File: src/radar_measurement_jacobian_top_defines.svh
// assertion macros for the radar measurement jacobian block
// expects i_clk and i_rst_n in the scope of each use
`ifndef RADAR_MEASUREMENT_JACOBIAN_TOP_DEFINES_SVH
`define RADAR_MEASUREMENT_JACOBIAN_TOP_DEFINES_SVH
`ifndef SYNTHESIS
`define RMJ_ASSERT_IMP(name, ante, cons) \
    name: assert property (@(posedge i_clk) disable iff (!i_rst_n) (ante) |-> (cons)) \
        else $error("rmj check failed");
`define RMJ_ASSERT_NXT(name, ante, cons) \
    name: assert property (@(posedge i_clk) disable iff (!i_rst_n) (ante) |=> (cons)) \
        else $error("rmj check failed");
`else
`define RMJ_ASSERT_IMP(name, ante, cons)
`define RMJ_ASSERT_NXT(name, ante, cons)
`endif
`endif

File: src/rmj_pkg.sv
// shared widths and stage types for the radar measurement jacobian
// no dependencies
`default_nettype none
package rmj_pkg;
    localparam int unsigned FIELD_W  = 32;
    localparam int unsigned MAG_W    = 32;
    localparam int unsigned C_W      = 64;
    localparam int unsigned ROOT_W   = 64;
    localparam int unsigned REM_W    = 66;
    localparam int unsigned SQ_STEPS = 64;
    localparam int unsigned QB       = 33;  // quotient bits kept before the overflow flag
    localparam int unsigned N_IN     = 4;
    localparam int unsigned N_OUT    = 6;
    localparam int unsigned TUSER_W  = 2;
    localparam int unsigned TU_ZERO  = 0;
    localparam int unsigned TU_SAT   = 1;

    typedef struct packed {
        logic [REM_W-1:0]  rem;
        logic [ROOT_W-1:0] root;
        logic [C_W-1:0]    rad;
        logic [C_W-1:0]    c;
    } t_sqrt_stage;

    typedef struct packed {
        logic nx;
        logic ny;
        logic sw;
        logic zero;
    } t_flags;

    typedef struct packed {
        logic [MAG_W-1:0] ax;
        logic [MAG_W-1:0] ay;
        logic [C_W-1:0]   mw;
        t_flags           fl;
    } t_side;
endpackage
`default_nettype wire

File: src/rmj_sqrt_cell.sv
// one digit step of the square root chain, two radicand bits per cell
// depends on rmj_pkg
`default_nettype none
module rmj_sqrt_cell (
    input  wire logic                 i_clk,
    input  wire logic                 i_en,
    input  wire rmj_pkg::t_sqrt_stage i_st,
    output rmj_pkg::t_sqrt_stage      o_st
);
    import rmj_pkg::*;

    logic [REM_W+1:0] w_rem4;
    logic [REM_W+1:0] w_trial;
    t_sqrt_stage      n_st;
    t_sqrt_stage      r_st;

    always_comb begin
        w_rem4  = {i_st.rem, i_st.rad[C_W-1 -: 2]};
        w_trial = {2'b00, i_st.root, 2'b01};
        n_st.rad = i_st.rad << 2;
        n_st.c   = i_st.c;
        if (w_rem4 >= w_trial) begin
            n_st.rem  = REM_W'(w_rem4 - w_trial);
            n_st.root = {i_st.root[ROOT_W-2:0], 1'b1};
        end else begin
            n_st.rem  = REM_W'(w_rem4);
            n_st.root = {i_st.root[ROOT_W-2:0], 1'b0};
        end
    end

    always_ff @(posedge i_clk) begin
        if (i_en) begin
            r_st <= n_st;
        end
    end

    assign o_st = r_st;
endmodule
`default_nettype wire

File: config.mk
export PLATFORM = sky130hd
export DESIGN_NAME = rmj_sqrt_cell
export DESIGN_NICKNAME = d
export VERILOG_FILES = /design/src/radar_measurement_jacobian_top_defines.svh /design/src/rmj_pkg.sv /design/src/rmj_sqrt_cell.sv
export SDC_FILE = /design/constraint.sdc
export NUM_CORES = 1
export LEC_CHECK = 0
export ABC_AREA = 1
export BUFFER_PORTS_ARGS = -buffer_cell sky130_fd_sc_hd__buf_2
export CORE_AREA = 2 2 200 202
export DETAILED_ROUTE_END_ITERATION = 8
export DIE_AREA = 0 0 202 204
export GPL_TIMING_DRIVEN = 1
export PLACE_DENSITY = 0.64
export SYNTH_ARGS = -nofsm -noshare
export SYNTH_HDL_FRONTEND = slang
export SYNTH_SLANG_ARGS = --single-unit
File: constraint.sdc
create_clock -name i_clk -period 3.2 [get_ports i_clk]
set_input_delay 0.48 -clock i_clk [delete_from_list [all_inputs] [get_ports i_clk]]
set_output_delay 0.48 -clock i_clk [all_outputs]
set_load 0.02 [all_outputs]
==> flow_summary.ini <==
[worst_setup_path]
worstPathRequired_ns = 3.51
crit_chain = buf_2, inv_1, ha_1, nand2_1, nor2_1, nand2_1, nor2_1, nand3_1, a21oi_1, nor2_1, nand2_2, buf_4, o21ai_0
worstPathMaxFanout = 26
path_common_cell = nor2_1
critPathSlowestCell = ha_1
crit_end = o_st[193]
worstSetupStartpointType = input pin
path_class = input pin to register
arrival_ns = 2.85
startpoint = i_st[153]
cpPeakStageDelay_ns = 0.35
critPathCaptureType = register

[clock_tree]
ctsLongestPathBuffers = 3
cts_tree = yes
htreeDepth = 1
ctsHoldBuffers = 0
cts.repair.resized = 0
cts_setup_buffers = 0
cts.clk_slew.worst_paths_ns = 0.06
clockRootBuffer = clkbuf_16
cts.sinks = 256
cts_buffers = 30

[sta]
slew_violations = 0
tightest_slew_ns = 0.695
final-setup-viol-count = 0
setup-tns-final_ns = 0
finalHoldViolCount = 0
maxSlewHeadroom = 0.532
layout_min_cycle_time_ns = 2.55
fin_crit_sh = 0.796
max_freq_mhz = 392
rsz0062_at_grt = false

[final_layout]
nFillCells = 3907
fin_util = 0.486
finish.instance_area_sq_um = 19000
largest_reg_flops = 256
layout.nets = 2658
syn2layout_area_growth_pct = 30.5
drive_gt1_frac = 0.275

[drt]
ant_nets = 0
drcViolationCount = 0
first_pass_iters = 5
wire_per_inst_microns = 20.4
drt_iter0_markers = 842
routed_wl_microns = 58900
routed-via-count = 13700
vias_per_cell = 4.76

[synth]
synth-seq-cells = 256
synth-seq-area-share = 0.527
async_flop_share = 0
synthCells = 1758
yosysWarnings = 0
yosys.area.top_type_share = 0.527
synth_area_per_cell_sq_um = 8.30
yosys_most_used_dff = edfxtp_1
synth_edf_count = 256
synth_common_cells = nand2_1 (674), inv_1 (311), edfxtp_1 (256), nor2_1 (101), nand3_1 (83)
synth.cell_area_sq_um = 14600
synth_most_common_cell = nand2_1
yosysTopAreaCell = edfxtp_1
ys_types = 29
synthTopCellsByArea = edfxtp_1 (53%), nand2_1 (17%), inv_1 (8.0%)

[die]
placementRows = 73
initial_core_util = 0.373
die_w_microns = 202
dieArea_sq_um = 41200
core-area_sq_um = 39200
io_pins = 518
die_h_microns = 204

[worst_hold_path]
hold_class = input pin to register

[power_and_ir_drop]
p_leak_nw = 9.96
ir_worst_vdd_mv = 0.384
p_per_area_nw_per_um2 = 527

[grt]
grt_use_total = 0.276
grt_pass1_vias = 13600
antenna_found_initial = 2
grt_pass1_wl_microns = 84900
grt_remaining_overflow = 0
grt_max_degree = 73

[run_status]
status = completed

[job]
max-cap-violations = 0

[place]
placed_cell_area_sq_um = 18100
port_buffers = 515
hpwl_microns = 49300
gp_congestion = 0.970
-- power by group --
part	internal [mW]	switching [mW]
combinational	0.799	1.70
sequential	4.10	0.103
clock	1.92	1.43
-- per-layer routing --
layer,vias to the layer above,track usage,wire length (microns)
met4,0,0.0764,1670
met5,-,0,0
met3,82,0.0435,3550
li1,6741,-,-
met1,6420,0.358,25200
met2,474,0.480,28400
-- worst min path at each step --
stage,start,endpoint,slack [ns],cells past startpoint
after detailed placement,i_st[109],o_st[111],0.66,1
final,i_st[67],o_st[69],0.08,1
after floorplan,i_st[0],o_st[0],0.58,0
after CTS,i_st[36],o_st[36],0.06,1
after global routing,i_st[100],o_st[102],0.06,1
after global placement,i_st[1],o_st[1],0.66,1
-- logic make-up after synthesis --
family,after synthesis,share of synthesized area
buf+inv,354,0.0961
compound gates,122,0.0443
simple gates,926,0.256
flops,256,0.527
fa+ha+maj,66,0.0566
other cells,1,0.000257
xor+xnor,33,0.0198
-- placed cells by master (no fill, tap or decap) --
master / netlist / final
clkinv_4: 0 / 1
xor2_1: 30 / 30
a21oi_2: 1 / 1
o21ai_0: 22 / 22
xnor2_1: 3 / 3
nand3b_1: 13 / 13
clkinvlp_4: 0 / 3
inv_6: 0 / 2
diode_2: 0 / 1
buf_2: 5 / 514
nor2_2: 7 / 7
inv_1: 311 / 311
clkinv_2: 0 / 9
a21oi_1: 82 / 82
clkbuf_1: 0 / 3
buf_12: 0 / 5
nor3_1: 18 / 18
bufinv_16: 0 / 2
and3_1: 1 / 1
clkinv_1: 1 / 5
nor2_1: 101 / 101
o211ai_1: 1 / 1
buf_4: 5 / 37
clkbuf_16: 0 / 31
buf_8: 1 / 1
o21bai_1: 11 / 11
ha_1: 66 / 66
nand4_1: 18 / 18
nand2_1: 674 / 674
edfxtp_1: 256 / 256
conb_1: 1 / 2
nand2_2: 8 / 8
a21boi_0: 1 / 1
nor4_1: 3 / 3
nand3_1: 83 / 83
o21ai_1: 4 / 4
inv_2: 26 / 26
-- per-stage QoR --
step	instances	power (mW)	hold slack [ns]	setup WS [ns]
floorplan	1759	5.66	0.579	0.818
global placement	2825	6.76	0.658	0.0690
detailed placement	2825	6.76	0.658	0.0517
CTS	2880	10.1	0.0596	0.639
global route	2880	10.5	0.0636	0.448
finish	2881	10.0	0.0786	0.652
-- final cells by class --
| type | count | area (sq um) | area share |
|---|---|---|---|
| tap | 525 | 657 | 0.0345 |
| clock inverter | 21 | 169 | 0.00887 |
| multi-input combinational | 1149 | 5510 | 0.289 |
| sequential | 256 | 7690 | 0.404 |
| clock buffer | 34 | 787 | 0.0413 |
| antenna | 1 | 2.50 | 0.000131 |
| timing repair buffer | 557 | 2970 | 0.156 |
| inverter | 338 | 1270 | 0.0666 |
-- worst max-delay path: cells and delay by family --
kind / cells / cell delay (ns)
AOI/OAI and AO/OA: 2 / 0.27
adders and majority gates: 1 / 0.35
buffers and inverters: 3 / 0.48
and+or+nand+nor: 7 / 1.27
Note: power is estimated with default switching activity, not from simulation.
